==> config.mk <==
export PLATFORM = sky130hd
export DESIGN_NAME = hyperperiod_lcm_accumulator_unit
export DESIGN_NICKNAME = d
export VERILOG_FILES = /design/src/rtl/core/hlcm_pkg.sv /design/src/rtl/core/hlcm_div.sv /design/src/rtl/core/hyperperiod_lcm_accumulator_unit.sv
export SDC_FILE = /design/constraint.sdc
export NUM_CORES = 1
export LEC_CHECK = 0
export BUFFER_PORTS_ARGS = -buffer_cell sky130_fd_sc_hd__clkbuf_2
export CAP_MARGIN = 10
export CORE_AREA = 3 3 257 259
export DETAILED_ROUTE_END_ITERATION = 10
export DIE_AREA = 0 0 260 262
export PLACE_DENSITY = 0.44
export SYNTH_ARGS = -nofsm -noshare
export SYNTH_HDL_FRONTEND = slang
export SYNTH_HIERARCHICAL = 1
export SYNTH_SLANG_ARGS = --single-unit
==> constraint.sdc <==
create_clock -name clk -period 10.34 [get_ports clk]
set_input_delay 2.068 -clock clk [delete_from_list [all_inputs] [get_ports clk]]
set_output_delay 2.068 -clock clk [all_outputs]
set_load 0.03 [all_outputs]
==> src/rtl/core/hlcm_pkg.sv <==
package hlcm_pkg;

	// Width of the period that takes part in the arithmetic.
	localparam int PERIOD_BITS = 16;
	// Width of the running least common multiple before saturation.
	localparam int RESULT_BITS = 48;

	// Fixed widths of the transaction fields.
	localparam int PERIOD_W = 16;
	localparam int HYPER_W  = 48;

	localparam logic [RESULT_BITS-1:0] RESULT_MAX = {RESULT_BITS{1'b1}};

	typedef struct packed {
		logic [PERIOD_W-1:0] period;
		logic                last;
	} hlcm_in_t;

	typedef struct packed {
		logic [HYPER_W-1:0] hyperperiod;
		logic               overflow;
		logic               final_res;
	} hlcm_out_t;

endpackage

==> src/rtl/core/hlcm_div.sv <==
module hlcm_div (
	input  logic                            clk,
	input  logic                            arst_n,
	input  logic                            start,
	input  logic [hlcm_pkg::RESULT_BITS-1:0] dividend,
	input  logic [hlcm_pkg::PERIOD_BITS-1:0] divisor,
	output logic                            done,
	output logic [hlcm_pkg::RESULT_BITS-1:0] quotient,
	output logic [hlcm_pkg::PERIOD_BITS-1:0] remainder
);
	import hlcm_pkg::*;

	localparam int CNT_W = $clog2(RESULT_BITS + 1);

	logic [RESULT_BITS-1:0] quo_q;
	logic [PERIOD_BITS-1:0] rem_q;
	logic [PERIOD_BITS-1:0] dvs_q;
	logic [CNT_W-1:0]       cnt_q;
	logic                   busy_q;
	logic                   done_q;
	logic [PERIOD_BITS:0]   trial;
	logic [PERIOD_BITS:0]   diff;
	logic                   fits;

	// Restoring division, one quotient bit per cycle, quotient shifted into
	// the dividend register as the dividend bits move out.
	assign trial = {rem_q, quo_q[RESULT_BITS-1]};
	assign diff  = trial - {1'b0, dvs_q};
	assign fits  = trial >= {1'b0, dvs_q};

	always_ff @(posedge clk or negedge arst_n) begin
		if (!arst_n) begin
			busy_q <= 1'b0;
			done_q <= 1'b0;
			cnt_q  <= '0;
		end else begin
			done_q <= 1'b0;
			if (start) begin
				busy_q <= 1'b1;
				cnt_q  <= CNT_W'(RESULT_BITS);
			end else if (busy_q) begin
				cnt_q <= cnt_q - CNT_W'(1);
				if (cnt_q == CNT_W'(1)) begin
					busy_q <= 1'b0;
					done_q <= 1'b1;
				end
			end
		end
	end

	always_ff @(posedge clk) begin
		if (start) begin
			quo_q <= dividend;
			rem_q <= '0;
			dvs_q <= divisor;
		end else if (busy_q) begin
			quo_q <= {quo_q[RESULT_BITS-2:0], fits};
			rem_q <= fits ? diff[PERIOD_BITS-1:0] : trial[PERIOD_BITS-1:0];
		end
	end

	assign done      = done_q;
	assign quotient  = quo_q;
	assign remainder = rem_q;

endmodule

==> src/rtl/core/hyperperiod_lcm_accumulator_unit.sv <==
// Running hyperperiod (least common multiple) of a stream of task periods.
// The item channel carries one period and a last flag per transaction; the
// result channel returns one transaction per item with the running value,
// a sticky saturation flag and an echo of last. Both use valid/ready.
// A zero period, the first nonzero period of a set, and any period after
// saturation take the short path: the item goes straight to the done state,
// which registers the result once the output register is free. Folding a
// period into an existing value uses a one-bit-per-cycle divider twice
// (remainder, then quotient), a binary gcd on the narrow remainder, and a
// shift-add multiplier that consumes one period bit per cycle.
// One item is worked on at a time; a new item is taken once the previous one
// has moved into the output register, even if the receiver has not yet
// taken that result. A stalled receiver holds the result steady and the
// next item then waits for the output register to free up.
// Reset clears the running value and flags; an item marked last clears them
// again after its result is registered, ready for the next task set.
module hyperperiod_lcm_accumulator_unit (
	input  logic                clk,
	input  logic                arst_n,
	input  logic                item_valid,
	output logic                item_ready,
	input  hlcm_pkg::hlcm_in_t  item,
	output logic                result_valid,
	input  logic                result_ready,
	output hlcm_pkg::hlcm_out_t result
);
	import hlcm_pkg::*;

	localparam int ACC_W   = RESULT_BITS + PERIOD_BITS;
	localparam int K_W     = $clog2(PERIOD_BITS + 1);
	localparam int MCNT_W  = $clog2(PERIOD_BITS + 1);

	localparam logic [2:0] S_IDLE = 3'd0;
	localparam logic [2:0] S_DIV1 = 3'd1;
	localparam logic [2:0] S_GCD  = 3'd2;
	localparam logic [2:0] S_DIV2 = 3'd3;
	localparam logic [2:0] S_MUL  = 3'd4;
	localparam logic [2:0] S_WB   = 3'd5;
	localparam logic [2:0] S_DONE = 3'd6;

	logic [2:0]             state_q;
	logic [RESULT_BITS-1:0] running_q;
	logic                   have_q;
	logic                   sticky_q;
	logic [PERIOD_BITS-1:0] p_q;
	logic                   last_q;
	logic [PERIOD_BITS-1:0] a_q;
	logic [PERIOD_BITS-1:0] b_q;
	logic [K_W-1:0]         k_q;
	logic [ACC_W-1:0]       acc_q;
	logic [PERIOD_BITS-1:0] mul_p_q;
	logic [MCNT_W-1:0]      mcnt_q;
	hlcm_out_t              result_q;
	logic                   result_valid_q;

	logic [PERIOD_BITS-1:0] p_in;
	logic                   p_wide;
	logic                   accept;
	logic                   out_free;
	logic                   gcd_fin;
	logic [PERIOD_BITS-1:0] g_w;
	logic                   div_start;
	logic [PERIOD_BITS-1:0] div_divisor;
	logic                   div_done;
	logic [RESULT_BITS-1:0] div_quo;
	logic [PERIOD_BITS-1:0] div_rem;
	logic [ACC_W-1:0]       acc_next;

	// Only the low PERIOD_BITS bits of the period field are used.
	assign p_in   = PERIOD_BITS'(item.period);
	assign p_wide = (PERIOD_BITS > RESULT_BITS) && ((p_in >> RESULT_BITS) != '0);

	assign item_ready = (state_q == S_IDLE);
	assign accept     = item_valid && item_ready;
	assign out_free   = !result_valid_q || result_ready;

	// Binary gcd ends when either operand reaches zero; the other one, scaled
	// back by the common power of two, is the gcd.
	assign gcd_fin = (a_q == '0) || (b_q == '0);
	assign g_w     = (a_q == '0) ? (b_q << k_q) : (a_q << k_q);

	// The divider first reduces the running value modulo the period, then
	// divides the running value by the gcd.
	assign div_start = (accept && (p_in != '0) && have_q && !sticky_q)
		|| ((state_q == S_GCD) && gcd_fin);
	assign div_divisor = (state_q == S_IDLE) ? p_in : g_w;

	hlcm_div u_div (
		.clk       (clk),
		.arst_n    (arst_n),
		.start     (div_start),
		.dividend  (running_q),
		.divisor   (div_divisor),
		.done      (div_done),
		.quotient  (div_quo),
		.remainder (div_rem)
	);

	// Shift-add multiply of the quotient by the period, period MSB first.
	assign acc_next = {acc_q[ACC_W-2:0], 1'b0}
		+ (mul_p_q[PERIOD_BITS-1] ? ACC_W'(div_quo) : '0);

	always_ff @(posedge clk or negedge arst_n) begin
		if (!arst_n) begin
			state_q        <= S_IDLE;
			running_q      <= '0;
			have_q         <= 1'b0;
			sticky_q       <= 1'b0;
			result_valid_q <= 1'b0;
		end else begin
			// In S_DONE the output register is either refilled below or still
			// stalled, so the taken result is only dropped in other states.
			if (result_valid_q && result_ready && (state_q != S_DONE)) begin
				result_valid_q <= 1'b0;
			end
			unique case (state_q)
				S_IDLE: begin
					if (item_valid) begin
						if ((p_in == '0) || sticky_q) begin
							state_q <= S_DONE;
						end else if (!have_q) begin
							have_q <= 1'b1;
							if (p_wide) begin
								running_q <= RESULT_MAX;
								sticky_q  <= 1'b1;
							end else begin
								running_q <= RESULT_BITS'(p_in);
							end
							state_q <= S_DONE;
						end else begin
							state_q <= S_DIV1;
						end
					end
				end
				S_DIV1: begin
					if (div_done) begin
						state_q <= S_GCD;
					end
				end
				S_GCD: begin
					if (gcd_fin) begin
						state_q <= S_DIV2;
					end
				end
				S_DIV2: begin
					if (div_done) begin
						state_q <= S_MUL;
					end
				end
				S_MUL: begin
					if (mcnt_q == MCNT_W'(1)) begin
						state_q <= S_WB;
					end
				end
				S_WB: begin
					if (acc_q[ACC_W-1:RESULT_BITS] != '0) begin
						running_q <= RESULT_MAX;
						sticky_q  <= 1'b1;
					end else begin
						running_q <= acc_q[RESULT_BITS-1:0];
					end
					state_q <= S_DONE;
				end
				S_DONE: begin
					if (out_free) begin
						result_valid_q <= 1'b1;
						if (last_q) begin
							running_q <= '0;
							have_q    <= 1'b0;
							sticky_q  <= 1'b0;
						end
						state_q <= S_IDLE;
					end
				end
				default: begin
					state_q <= S_IDLE;
				end
			endcase
		end
	end

	// Datapath registers carry no reset; the control above qualifies them.
	always_ff @(posedge clk) begin
		if (accept) begin
			p_q    <= p_in;
			last_q <= item.last;
		end
		if ((state_q == S_DIV1) && div_done) begin
			a_q <= p_q;
			b_q <= div_rem;
			k_q <= '0;
		end else if ((state_q == S_GCD) && !gcd_fin) begin
			priority if (!a_q[0] && !b_q[0]) begin
				a_q <= a_q >> 1;
				b_q <= b_q >> 1;
				k_q <= k_q + K_W'(1);
			end else if (!a_q[0]) begin
				a_q <= a_q >> 1;
			end else if (!b_q[0]) begin
				b_q <= b_q >> 1;
			end else if (a_q >= b_q) begin
				a_q <= (a_q - b_q) >> 1;
			end else begin
				b_q <= (b_q - a_q) >> 1;
			end
		end
		if ((state_q == S_DIV2) && div_done) begin
			acc_q   <= '0;
			mul_p_q <= p_q;
			mcnt_q  <= MCNT_W'(PERIOD_BITS);
		end else if (state_q == S_MUL) begin
			acc_q   <= acc_next;
			mul_p_q <= {mul_p_q[PERIOD_BITS-2:0], 1'b0};
			mcnt_q  <= mcnt_q - MCNT_W'(1);
		end
		if ((state_q == S_DONE) && out_free) begin
			result_q.hyperperiod <= HYPER_W'(running_q);
			result_q.overflow    <= sticky_q;
			result_q.final_res   <= last_q;
		end
	end

	assign result_valid = result_valid_q;
	assign result       = result_q;

`ifndef SYNTHESIS
	// Saturation always pins the running value at the all-ones code.
	a_sticky_max: assert property (@(posedge clk) disable iff (!arst_n)
		sticky_q |-> (running_q == RESULT_MAX))
		else $error("sticky overflow without saturated value");

	// Before the first nonzero period of a set there is no value and no flag.
	a_empty_set: assert property (@(posedge clk) disable iff (!arst_n)
		!have_q |-> ((running_q == '0) && !sticky_q))
		else $error("state left over in an empty set");

	// The shared divider only finishes while a fold is waiting for it.
	a_div_owner: assert property (@(posedge clk) disable iff (!arst_n)
		div_done |-> ((state_q == S_DIV1) || (state_q == S_DIV2)))
		else $error("divider finished outside a fold");

	// The gcd operands never both vanish, since the period is nonzero.
	a_gcd_live: assert property (@(posedge clk) disable iff (!arst_n)
		(state_q == S_GCD) |-> ((a_q != '0) || (b_q != '0)))
		else $error("gcd operands both zero");

	// An accepted item always leaves the idle state on the next cycle.
	a_accept_busy: assert property (@(posedge clk) disable iff (!arst_n)
		accept |=> (state_q != S_IDLE))
		else $error("item accepted but no work started");
`endif

endmodule
Word-level counts from Yosys, hierarchy flattened

Cells that the tools add are included.

Input bits: 21
Memory bits (writable): 0
Logic and storage cells: 153
Latch bits: 0
Output and inout port bits: 52
Register bits after elaboration: 331
Bits in read-only memories: 0
Memories: 0

Reduce and logical (&&, ||, !) cells: 42
$mul: 0
Shift-type cells: 2
$add $sub $neg: 7
Bitwise logic cells: 0
Mux-type cells: 54
$lt $le $gt $ge: 2
Div/mod/pow operators: 0
Equal/unequal tests: 22

Operators with widths:

| operator             | number |
|---|---|
| $mux W48             | 9 |
| $mux W16             | 17 |
| $pmux W48 S3         | 1 |
| $add A64 B48 Y64     | 1 |
| $logic_not A16 Y1    | 3 |
| $sub A16 B16 Y16     | 3 |
| $reduce_bool A16 Y1  | 2 |
| $shl A16 B5 Y16      | 2 |
| $mux W3              | 8 |
| $pmux W3 S7          | 1 |
| $ge A17 B16 Y1       | 1 |
| $ge A16 B16 Y1       | 1 |
| $ne A2 B2 Y1 const B | 8 |
| $mux W1              | 14 |
| $logic_and A1 B1 Y1  | 12 |
| $mux W6              | 2 |
| $reduce_and A6 Y1    | 2 |
| $reduce_bool A2 Y1   | 5 |
| $eq A3 B3 Y1 const B | 3 |
| $ne A4 B1 Y1 const B | 2 |
| $eq A3 B2 Y1 const B | 2 |
| $eq A6 B1 Y1 const B | 1 |
| $reduce_and A3 Y1    | 2 |
| $reduce_bool A3 Y1   | 2 |
| other kinds (15)     | 25 |

Logic depth before layout (Yosys ltp)

Gate-level depths: netlist (run 1).

Word-level depth: 7
Mapped depth: 15
Mapped depth without buffers: 14

By module

Netlist (run 1), hierarchy kept.

By module, submodules not included:

| module                           | cells an instance | times used | seq. area each (um^2) | area an instance (um^2) |
|---|---|---|---|---|
| hyperperiod_lcm_accumulator_unit | 1710              | 1          | 6286.0                | 14808.0 |
| hlcm_div                         | 353               | 1          | 2442.3                | 4371.7 |

Worst setup path after synthesis (run 1)

Ideal clock, no wire load.

Path kind: input -> register
Start point: input port item_valid
End point: register u_div.quo_q[0] (netlist: u_div/quotient[0]), enable pin
Stages on the path: 6
Library setup time: 0.402 ns
Buffers on the path: 2
Arrival: 4.722 ns
Required time: 9.938 ns
Path slack: 5.216 ns
Cell sequence: and2_1 -> o2bb2ai_1 -> clkbuf_1 -> nor2_1 -> clkbuf_1 -> inv_1

Word-level cells in the longest chain between the ends: 6

Ends and longest elaborated chain:

| element                             | RTL line                               | text |
|---|---|---|
| start, declared                     | hyperperiod_lcm_accumulator_unit.sv:20 | `input logic item_valid,` |
| $logic_and A1 B1 Y1                 | hyperperiod_lcm_accumulator_unit.sv:74 | `assign accept = item_valid && item_ready;` |
| $logic_and A1 B1 Y1 (3 in series)   | hyperperiod_lcm_accumulator_unit.sv:84 | `assign div_start = (accept && (p_in != '0) && have_q && !sticky_q)` |
| $logic_or A1 B1 Y1                  | hyperperiod_lcm_accumulator_unit.sv:85 | `\|\| ((state_q == S_GCD) && gcd_fin);` |
| named net div_start                 | hyperperiod_lcm_accumulator_unit.sv:62 | `logic div_start;` |
| $reduce_bool A2 Y1 (no source line) | --                                     |  |
| end signal, assigned                | hlcm_div.sv:53                         | `quo_q <= dividend;` |
| end signal, assigned                | hlcm_div.sv:57                         | `quo_q <= {quo_q[RESULT_BITS-2:0], fits};` |
| end, declared                       | hlcm_div.sv:15                         | `logic [RESULT_BITS-1:0] quo_q;` |

The timed path passes the listed nets, and every way through them passes these cells.
A chain may end at the register's enable or synchronous reset.

Worst setup path after layout (run 1)

Start point: input port item[11] (netlist name)
End point: register u_div.quo_q[14] (netlist: u_div/quotient[14]), enable pin

Word-level cells in the longest chain between the ends: 6

Ends and longest elaborated chain:

| element                             | RTL line                               | text |
|---|---|---|
| start, declared                     | hyperperiod_lcm_accumulator_unit.sv:22 | `input hlcm_pkg::hlcm_in_t item,` |
| $reduce_bool A16 Y1                 | hyperperiod_lcm_accumulator_unit.sv:84 |  |
| $logic_and A1 B1 Y1 (3 in series)   | hyperperiod_lcm_accumulator_unit.sv:84 |  |
| $logic_or A1 B1 Y1                  | hyperperiod_lcm_accumulator_unit.sv:85 |  |
| named net div_start                 | hyperperiod_lcm_accumulator_unit.sv:62 |  |
| $reduce_bool A2 Y1 (no source line) | --                                     |  |

The timed path passes the listed nets, and every way through them passes these cells.

==> results of run 1 <==
## synthesized netlist by cell type (9+ instances only)
cell type and number:
a211oi_1 23, a21o_1 34, a21oi_1 202, and2_1 57
and3_1 21, buf_2 11, clkbuf_1 89, dfrtp_1 62
dfxtp_1 90, edfxtp_1 179, ha_1 100, inv_1 78
mux2_2 50, mux2i_1 32, nand2_1 291, nand2b_1 19
nand3_1 44, nand4_1 18, nor2_1 151, nor2b_1 16
nor3_1 26, nor4_1 20, o21ai_0 158, o21ai_1 15
o21bai_1 9, o31ai_1 10, or3_1 9, xnor2_1 69
xor2_1 38
## cells in the final DEF (no fill, tap or decap), types with 9 or more instances in the layout
| master | instances |
|---|---|
| nor2b_1 | 16 |
| nand4_1 | 18 |
| inv_1 | 77 |
| o31ai_1 | 10 |
| a211oi_1 | 23 |
| nand3_1 | 43 |
| and2_1 | 57 |
| a21o_1 | 34 |
| dfxtp_1 | 90 |
| o21ai_1 | 15 |
| nor4_1 | 20 |
| xor2_1 | 38 |
| o21ai_0 | 157 |
| ha_1 | 100 |
| or3_1 | 9 |
| o21bai_1 | 9 |
| mux2i_1 | 32 |
| and3_1 | 20 |
| nand2_1 | 290 |
| edfxtp_1 | 179 |
| nor3_1 | 25 |
| xnor2_1 | 69 |
| a21oi_1 | 202 |
| nor2_1 | 148 |
| dfrtp_1 | 62 |
| nand2b_1 | 19 |
| clkbuf_16 | 42 |
| clkbuf_2 | 71 |
| mux2_2 | 50 |
| buf_4 | 21 |
## flip-flops by register name, summed over array words and instances (netlist names), 3 cells and up
register / flops
a_q: 16
acc_q: 64
b_q: 16
k_q: 5
mcnt_q: 5
mul_p_q: 16
p_q: 16
result: 50
running_q: 48
state_q: 3
u_div/cnt_q: 6
u_div/dvs_q: 16
u_div/quotient: 48
u_div/remainder: 16
## path summary, 6_finish.rpt
path / from / endpoint / slack, ns / cells past startpoint
max: item[11] / u_div/quotient[14] / 5.83 / 10
min: acc_q[63] / acc_q[63] / 0.46 / 2
max reg2reg: b_q[7] / b_q[6] / 6.12 / 11
min reg2reg: acc_q[63] / acc_q[63] / 0.46 / 2
max in group asynchronous: arst_n / u_div/cnt_q[0] / 8.05 / 1
min in group asynchronous: arst_n / running_q[22] / 1.66 / 1
## cell families after synthesis
kind of cell / count (synthesis) / share of synthesized area
xor gates and xnor gates: 107 / 0.0489
AOI/OAI and AO/OA: 541 / 0.168
muxes: 84 / 0.0484
adders and majority gates: 104 / 0.0694
DFF: 331 / 0.455
buffers and inverters: 193 / 0.0401
and+or+nand+nor: 703 / 0.170
## critical path, stage by stage
cell       delay (ns)
clkbuf_2         0.12
nor4_1           0.66
a41oi_1          0.30
and2_1           0.29
o2bb2ai_4        0.14
buf_4            0.32
nor2_1           0.15
buf_4            0.22
inv_2            0.04
buf_4            0.34
## stage by stage
stage | cells | area [sq um] | worst slack [ns] | total power, uW | hold slack, ns
final | 2968 | 21700 | 5.83 | 7450 | 0.456
after CTS | 2968 | 21700 | 5.86 | 7530 | 0.457
after floorplan | 2063 | 19200 | 5.22 | 5020 | 0.426
after global routing | 2968 | 21700 | 5.79 | 8040 | 0.473
after global placement | 2896 | 20300 | 5.27 | 5990 | 0.443
after detailed placement | 2896 | 20300 | 5.27 | 6010 | 0.444
## layer usage
metal | share of wire | up-vias
li1 | - | 7384
met1 | 0.47 | 7333
met2 | 0.47 | 278
met3 | 0.032 | 82
met4 | 0.029 | 2
met5 | 0.00024 | -
## cell type report
type                            count  area, sq um  area share
Multi-Input combinational cell   1539         9740       0.449
Sequential cell                   331         8730       0.402
Clock buffer                       54         1140      0.0524
Tap cell                          855         1070      0.0493
Timing Repair Buffer               92          513      0.0236
Inverter                           79          297      0.0137
Clock inverter                     18          213     0.00981
## power groups by stage
stage / sequential [uW] / clock (uW) / combinational [uW]
final: 2550 / 1460 / 3440
after global routing: 2620 / 1540 / 3870
after CTS: 2560 / 1500 / 3460
after detailed placement: 2580 / 0 / 3430
after global placement: 2580 / 0 / 3420
after floorplan: 2440 / 0 / 2570
==> results.md, run 1 <==
- Routability congestion estimate: roughly 0.88
- Final net count: approximately 2200
- Site Rows: between 90 and 100
- Peak supply drop: about 0.18 mV
- WS Path Type: in -> reg
- Main synth FF type: edfxtp_1
- TNS Setup: 0 ns
- # diodes: 0
- Cell Area, Synth: ~0.019 sq mm
- Top cells by area, synth: edfxtp_1, dfxtp_1, dfrtp_1
- Max_cap viols: 0
- Top-Level Pins: 73
- 1st-iter DRT viols: slightly above 1000
- Initial antenna violation count: 1
- Core region area: about 0.064 sq mm
- Post-synth top area share: 0.280
- First-pass GRT wire length: between 90000 and 100000 um
- Initial Utilization: 0.299
- Die Span Y: approximately 260 um
- Max-Slew Margin vs Limit: 0.239
- Met3 global-route usage: 0.0208
- Die width: ~260 um
- Setup Buffers After CTS: 0
- Endpoints failing hold: 0
- Fillers: roughly 6600
- Int Power: roughly 4300 uW
- Fin util: 0.338
- Total clock sinks: roughly 330
- Hold WC Path Type: reg -> reg
- FF+latch count, synth: around 330
- DRC: 0
- Synth Warn #: 6
- Pwr per Cell Area: about 340 mW/mm^2
- Final setup viols: 0
- Total number of vias: about 15000
- Ratio of cells with drive above 1 in the final layout: 0.114
- Logic pwr share: 0.462
- Root buffer cell: clkbuf_16
- Arrival @ worst endpoint: ~4.7 ns
- Clock insertion delay at the later pin of the skew report: roughly 0.57 ns
- Net switching power: between 3000 and 4000 uW
- Max-slew violation count: 0
- LEAKAGE: ~0.0089 uW
- Crit end category: flop
- Sw frac: 0.428
- Vias/cell: 5.08
- Post-Syn Nets: roughly 2200
- Max Clk Rate: 222 MHz
- Status: complete, no violations
- CP startpoint kind: input pin
- Antenna viol nets, final: 0
- CTS tree: done
- GRT Util Overall: 0.170
- Met2 Usage GRT: 0.288
- Ys async rst share: 0.187
- Clock slew at reported path FFs: about 0.060 ns
- Fin Clk Skew: 0.0254 ns
- Area grow syn2layout: 13.1%
- Final Cycle Share: 0.436
- Maximum root-to-sink buffer count: 3
- RSZ-0062 raised after global routing: no
- Avg Synthesized Cell Area: 9.30 sq um
- Critical path peak fanout: 48
- Post-Route WL: between 50000 and 60000 um
- Slew @ Worst Pin: between 1 and 1.5 ns
- Grt total ovfl: 0
- Die area: roughly 0.068 sq mm
- Cell taking the most area after synthesis: edfxtp_1
- Sequential power share: 0.342
- Met1 Use GR: 0.225
- Fin crit period: 4.51 ns
- Vias in the first global route: ~15000
- GR peak layer: met2
- IO buf count: between 70 and 80
- Largest net degree at the start of global routing: between 60 and 70
- CTS Hold Bufs: 0
- H-tree Lvls: 2
- Register area share after synthesis: 0.455
- Critical path required time: around 11 ns
- Share of power burned in the clock network: 0.196
- Post-CTS sizing: 0
- Wirelength per Cell: 19.6 um
- Syn Inst Count: just over 2000
- Final HPWL DP: between 40000 and 50000 um
- Count of cell types in the netlist: between 80 and 90
- CTS Buf Count: 39
- EDFF count, synth: approximately 180
- DRT Pass-1 Iters: 5
Power figures use the tool's default switching activity.
==> run 2, diff against run 1 <==
- clock period: 10.34 -> 4.2 ns (I/O delays scaled with it)
==> run 2 against run 1 <==
Combinational power grew 150%. Sequential share of layout area down 0.51 points. Routed wire length is 0.32% higher. Sequential power is 150% higher. Setup slack got worse by 5.2 ns. Via count grew 0.52%.
==> results.md, run 2 (synthesized netlist as in run 1, its figures left out) <==
- Cell family with most CP delay: compound AO/OA/AOI/OAI gates
- RSZ-0062 raised after global routing: no
- Area grow syn2layout: 14.5%
- TNS Setup: 0 ns (unchanged)
- Final setup viols: 0 (unchanged)
- Vias/cell: 5.08 (about the same)
- Slew @ Worst Pin: 1.04 ns (-0.0979 ns)
- Clock insertion delay at the later pin of the skew report: 0.58 ns (about the same)
- Initial antenna violation count: 0 (-1)
- Ratio of cells with drive above 1 in the final layout: 0.120 (+0.00636)
- Max reg flops: 64 (unchanged)
- Multi-input logic area: 0.00973 sq mm (about the same)
- Die area: 0.0681 sq mm (unchanged)
- Arrival @ worst endpoint: 3.89 ns (-0.82 ns)
- DRC: 0 (unchanged)
- Wirelength per Cell: 19.5 um (-0.12%)
- GRT Util Overall: 0.171 (+0.000920)
- Final Total Pwr: 18700 uW (+150%)
- Biggest register: acc_q
- CTS Hold Bufs: 0 (unchanged)
- Critical path required time: 4.50 ns (-6.05 ns)
- Reg area: 0.00873 sq mm (unchanged)
- Final Cycle Share: 0.857
- Final HPWL DP: 41900 um (+1.9%)
- Vias in the first global route: 15244 (-0.31%)
- Total clock sinks: 331 (unchanged)
- Peak supply drop: 0.345 mV (+93%)
- Grt total ovfl: 0 (unchanged)
- CTS Buf Count: 39 (unchanged)
- Max Clk Rate: around 280 MHz
- Total number of vias: 15157 (+0.52%)
- Hold WC Path Type: in -> async
- Top-Level Pins: 73 (unchanged)
- Fin crit period: between 3 and 4 ns
- Maximum root-to-sink buffer count: 3 (unchanged)
- Setup Buffers After CTS: 0 (unchanged)
- CTS tree: done
- Clock slew at reported path FFs: 0.06 ns (about the same)
- Root buffer cell: clkbuf_16
- Post-Route WL: 58200 um (+0.32%)
- Site Rows: 93 (unchanged)
- DRT Pass-1 Iters: 5 (unchanged)
- Antenna viol nets, final: 0 (unchanged)
- LEAKAGE: 0.00900 uW (+1.5%)
- 1st-iter DRT viols: 914 (-12%)
- Max-Slew Margin vs Limit: 0.305 (+0.0664)
- Status: complete, no violations
- Max-slew violation count: 0 (unchanged)
- Fillers: 6576 (-0.29%)
- Endpoints failing hold: 0 (unchanged)
- Die Span Y: 262 um (unchanged)
- Pwr per Cell Area: 852 mW/mm^2 (+150%)
- Slowest library cell on the worst path: a2111oi_0
- CP peak stage delay: 0.52 ns (-0.14 ns)
- Most common cell after layout, fill and taps aside: nand2_1
- Post-CTS sizing: 0 (unchanged)
- Max_cap viols: 0 (unchanged)
- H-tree Lvls: 2 (unchanged)
- Crit end category: flop
- Critical path peak fanout: 5 (-90%)
- Largest net degree at the start of global routing: 79 (+22%)
- WS Path Type: reg -> reg
- Fin Clk Skew: 0.0374 ns (+0.0120 ns)
- Most frequent cells in the layout: nand2_1, a21oi_1, edfxtp_1, o21ai_0, nor2_1
- CP cell instances: inv_1 > ha_1 > nor2b_1 > o21ai_0 > nand2b_1 > a21o_1 > a31oi_1 > o21ai_0 > a21o_1 > a2111oi_0 > a311oi_1 > a221o_1
- CP startpoint kind: flop
- Initial Utilization: 0.299 (unchanged)
- Crit path buffers/inverters: 1 (-4)
- Final net count: 2220 (+0.59%)
- Core region area: 0.0641 sq mm (unchanged)
- # diodes: 0 (unchanged)
- First-pass GRT wire length: 90600 um (-0.28%)
- Routability congestion estimate: 0.850 (-3.1%)
- Die width: 260 um (unchanged)
- IO buf count: 72 (unchanged)
## run 2: cell types whose count changed in the layout (fill, tap and decap cells not counted), sizes merged
cell and change:
buf +13, bufinv +6, clkbuf -7, clkinv +1, clkinvlp +1, inv -1
## run 2: cell type report
type / instances / area share
tap: 855 / 0.0487
timing repair buffer: 105 / 0.0301
multi-input combinational: 1539 / 0.443
clock inverter: 25 / 0.0194
inverter: 79 / 0.0137
clock buffer: 47 / 0.0481
sequential: 331 / 0.397
## run 2: stage by stage
step / instance area (sq um) / hold WS (ns) / utilization / setup WS (ns) / instances
2_1_floorplan: 19200 / 0.426 / - / 0.314 / 2063
3_3_place_gp: 20500 / 0.453 / 0.320 / 0.636 / 2909
3_5_place_dp: 20500 / 0.460 / 0.320 / 0.582 / 2909
4_1_cts: 22000 / 0.429 / 0.343 / 0.539 / 2981
5_1_grt: 22000 / 0.461 / 0.343 / 0.334 / 2981
6_report: 22000 / 0.409 / 0.343 / 0.603 / 2981
## run 2: path summary, 6_finish.rpt
kind	startpoint	end	slack (ns)	cells after the start
max	a_q[1]	a_q[12]	0.60	12
min	arst_n	running_q[20]	0.41	1
max reg2reg	a_q[1]	a_q[12]	0.60	12
min reg2reg	running_q[20]	result[22]	0.47	0
max in group asynchronous	arst_n	u_div/busy_q	3.15	1
min in group clk	running_q[20]	result[22]	0.47	0
## run 2: per-layer routing
metal / up-vias / GRT usage / routed length [um]
met2: 316 / 0.282 / 26900
met3: 101 / 0.0215 / 2090
met1: 7340 / 0.230 / 27200
met4: 0 / 0.0604 / 1990
li1: 7400 / - / -
met5: - / 0 / 0
## run 2: power by group
| group | internal, uW | switching [uW] |
|---|---|---|
| clock network | 2430 | 1470 |
| registers | 5080 | 1200 |
| logic | 3350 | 5200 |
| total | 10900 | 7870 |
==> run 3, diff against run 2 <==
- BUFFER_PORTS_ARGS: -buffer_cell sky130_fd_sc_hd__clkbuf_2 -> -buffer_cell sky130_fd_sc_hd__buf_2
- CAP_MARGIN: 10 -> unset
- TNS_END_PERCENT: unset -> 5
==> run 3 against run 2 <==
Non-clock buffer count fell by 2. Largest power group unchanged. Setup slack got worse by 0.050 ns. First-iteration DRC count up 14%. Routed wire length up 1.1%.
==> results.md, run 3 (synthesized netlist as in run 1, its figures left out) <==
- Status: complete, no violations
- Final HPWL DP: 41800 um (-0.35%)
- Biggest register: acc_q
- Clock slew at reported path FFs: 0.06 ns (about the same)
- Worst setup path endpoint: acc_q[56]
- Hold slack: 0.413 ns (+0.00414 ns)
- Hold WC Path Type: in -> async
- CP Launch Point: mul_p_q[15]
- CTS Hold Bufs: 0 (unchanged)
- Most common cell after layout, fill and taps aside: nand2_1
- Most frequent cells in the layout: nand2_1, a21oi_1, edfxtp_1, o21ai_0, nor2_1
- Fin Clk Skew: 0.0387 ns (+0.00125 ns)
- Met2 Usage GRT: 0.284 (+0.00192)
- Die area: 0.0681 sq mm (unchanged)
- DRC: 0 (unchanged)
- Total number of vias: 15172 (+0.099%)
- Core region area: 0.0641 sq mm (unchanged)
- GR peak layer: met2
- Initial Utilization: 0.299 (unchanged)
- Met3 global-route usage: 0.0203 (-0.00116)
- Root buffer cell: clkbuf_16
- Vias in the first global route: 15334 (+0.59%)
- Max-slew violation count: 0 (unchanged)
- First-pass GRT wire length: 91700 um (+1.1%)
- Max Clk Rate: 274 MHz (-1.4%)
- Peak supply drop: 0.372 mV (+7.7%)
- CP cell instances: buf_4 > and2_1 > ha_1 > o21ai_0 > nor2_1 > o21a_1 > o311a_1 > o21ai_1 > o21ai_2 > a31oi_2 > nor3b_1 > xnor2_1 > o21ai_0
- Placed cells: 2907 (-0.069%)
- LEAKAGE: 0.00890 uW (-1.1%)
- Met1 Use GR: 0.236 (+0.00684)
- Area grow syn2layout: 13.3%
- CTS tree: done
- Antenna viol nets, final: 0 (unchanged)
- Grt total ovfl: 0 (unchanged)
- IO buf count: 72 (unchanged)
- Wirelength per Cell: 19.7 um (+1.1%)
- Ratio of cells with drive above 1 in the final layout: 0.118 (-0.00230)
- CP peak stage delay: 0.50 ns (-0.02 ns)
- Slew @ Worst Pin: 1.08 ns (+0.0365 ns)
- Int Power: 10400 uW (-4.6%)
- CP dominant cell by count: o21ai_0
- Critical path peak fanout: 16 (+11)
- Die width: 260 um (unchanged)
- CTS Buf Count: 40 (+2.6%)
- Net switching power: 7840 uW (-0.35%)
- Setup Buffers After CTS: 0 (unchanged)
- Fin util: 0.339 (-0.00359)
- Max reg flops: 64 (unchanged)
- Site Rows: 93 (unchanged)
- 1st-iter DRT viols: 1045 (+14%)
- TNS Setup: 0 ns (unchanged)
- Fin crit period: 3.65 ns (+0.0503 ns)
- Die Span Y: 262 um (unchanged)
- R2r setup slk: 0.55 ns (-0.05 ns)
- Final Cycle Share: 0.869 (+0.0120)
- Post-Route WL: 58900 um (+1.1%)
- Endpoints failing hold: 0 (unchanged)
- CP startpoint kind: flop
- Share of power burned in the clock network: 0.185 (-0.023)
- Vias/cell: 5.09 (about the same)
- Slowest library cell on the worst path: a31oi_2
- WS Path Type: reg -> reg
- Pwr per Cell Area: 837 mW/mm^2 (-1.8%)
- Max_cap viols: 0 (unchanged)
- H-tree Lvls: 2 (unchanged)
- Routability congestion estimate: 0.847 (-0.40%)
- Sequential power share: 0.344 (+0.009)
- Maximum root-to-sink buffer count: 3 (unchanged)
- Sw frac: 0.431 (+0.0108)
- Cell family with most CP delay: compound AO/OA/AOI/OAI gates
- R2R cell count: 13 (+1)
- RSZ-0062 raised after global routing: no
- R2r endpoint: acc_q[56]
- DRT Pass-1 Iters: 5 (unchanged)
- Top-Level Pins: 73 (unchanged)
- Arrival @ worst endpoint: 4.05 ns (+0.16 ns)
- Crit end category: flop
- Critical path depth: 13 (+1)
- Total clock sinks: 331 (unchanged)
- Logic pwr share: 0.470 (+0.014)
- Critical path required time: 4.60 ns (+0.10 ns)
- Max-Slew Margin vs Limit: 0.280 (-0.0254)
- GRT Util Overall: 0.172 (+0.00146)
- Initial antenna violation count: 1 (+1)
- Post-CTS sizing: 0 (unchanged)
- Worst reg2reg startpoint: mul_p_q[15]
- Final net count: 2219 (-0.045%)
- Final setup viols: 0 (unchanged)
- Crit path buffers/inverters: 1 (unchanged)
- Largest net degree at the start of global routing: 63 (-20%)
- Clock insertion delay at the later pin of the skew report: 0.57 ns (about the same)
- Final cell count without fillers: 2981 (unchanged)
[run 3: worst min path at each step]
stage                       start             to  slack, ns  depth (start not counted)
floorplan               acc_q[63]      acc_q[63]       0.43                          2
global placement        acc_q[63]      acc_q[63]       0.46                          2
detailed placement  running_q[37]     result[39]       0.46                          0
CTS                        arst_n  running_q[21]       0.44                          1
global route               arst_n  running_q[20]       0.48                          1
finish                     arst_n  running_q[21]       0.41                          1
[run 3: final cells by class]
class / count / area (sq um)
clock buffer: 48 / 1100
inverter: 79 / 300
fill: 6612 / 42400
antenna: 1 / 2.50
clock inverter: 25 / 161
tap: 855 / 1070
sequential: 331 / 8730
multi-input combinational: 1539 / 9730
timing repair buffer: 103 / 646
[run 3: metrics by stage]
step	total power (uW)	worst slack (ns)	cell area, sq um
6_report	18200	0.552	21700
5_1_grt	19700	0.301	21700
4_1_cts	18400	0.530	21700
3_5_place_dp	14900	0.564	20500
3_3_place_gp	14900	0.636	20500
2_1_floorplan	12300	0.314	19200
[run 3: layer usage]
layer  part of all wire  vias up
li1                   -     7419
met1               0.48     7411
met2               0.46      260
met3              0.033       82
met4              0.027        0
met5                  0        -
[run 3: power groups by stage]
| stage | Clock [uW] | Sequential (uW) | Combinational (uW) |
|---|---|---|---|
| final | 3370 | 6270 | 8560 |
| after detailed placement | 0 | 6330 | 8560 |
| after floorplan | 0 | 6010 | 6340 |
| after global placement | 0 | 6350 | 8520 |
| after global routing | 3620 | 6460 | 9620 |
| after CTS | 3480 | 6290 | 8620 |
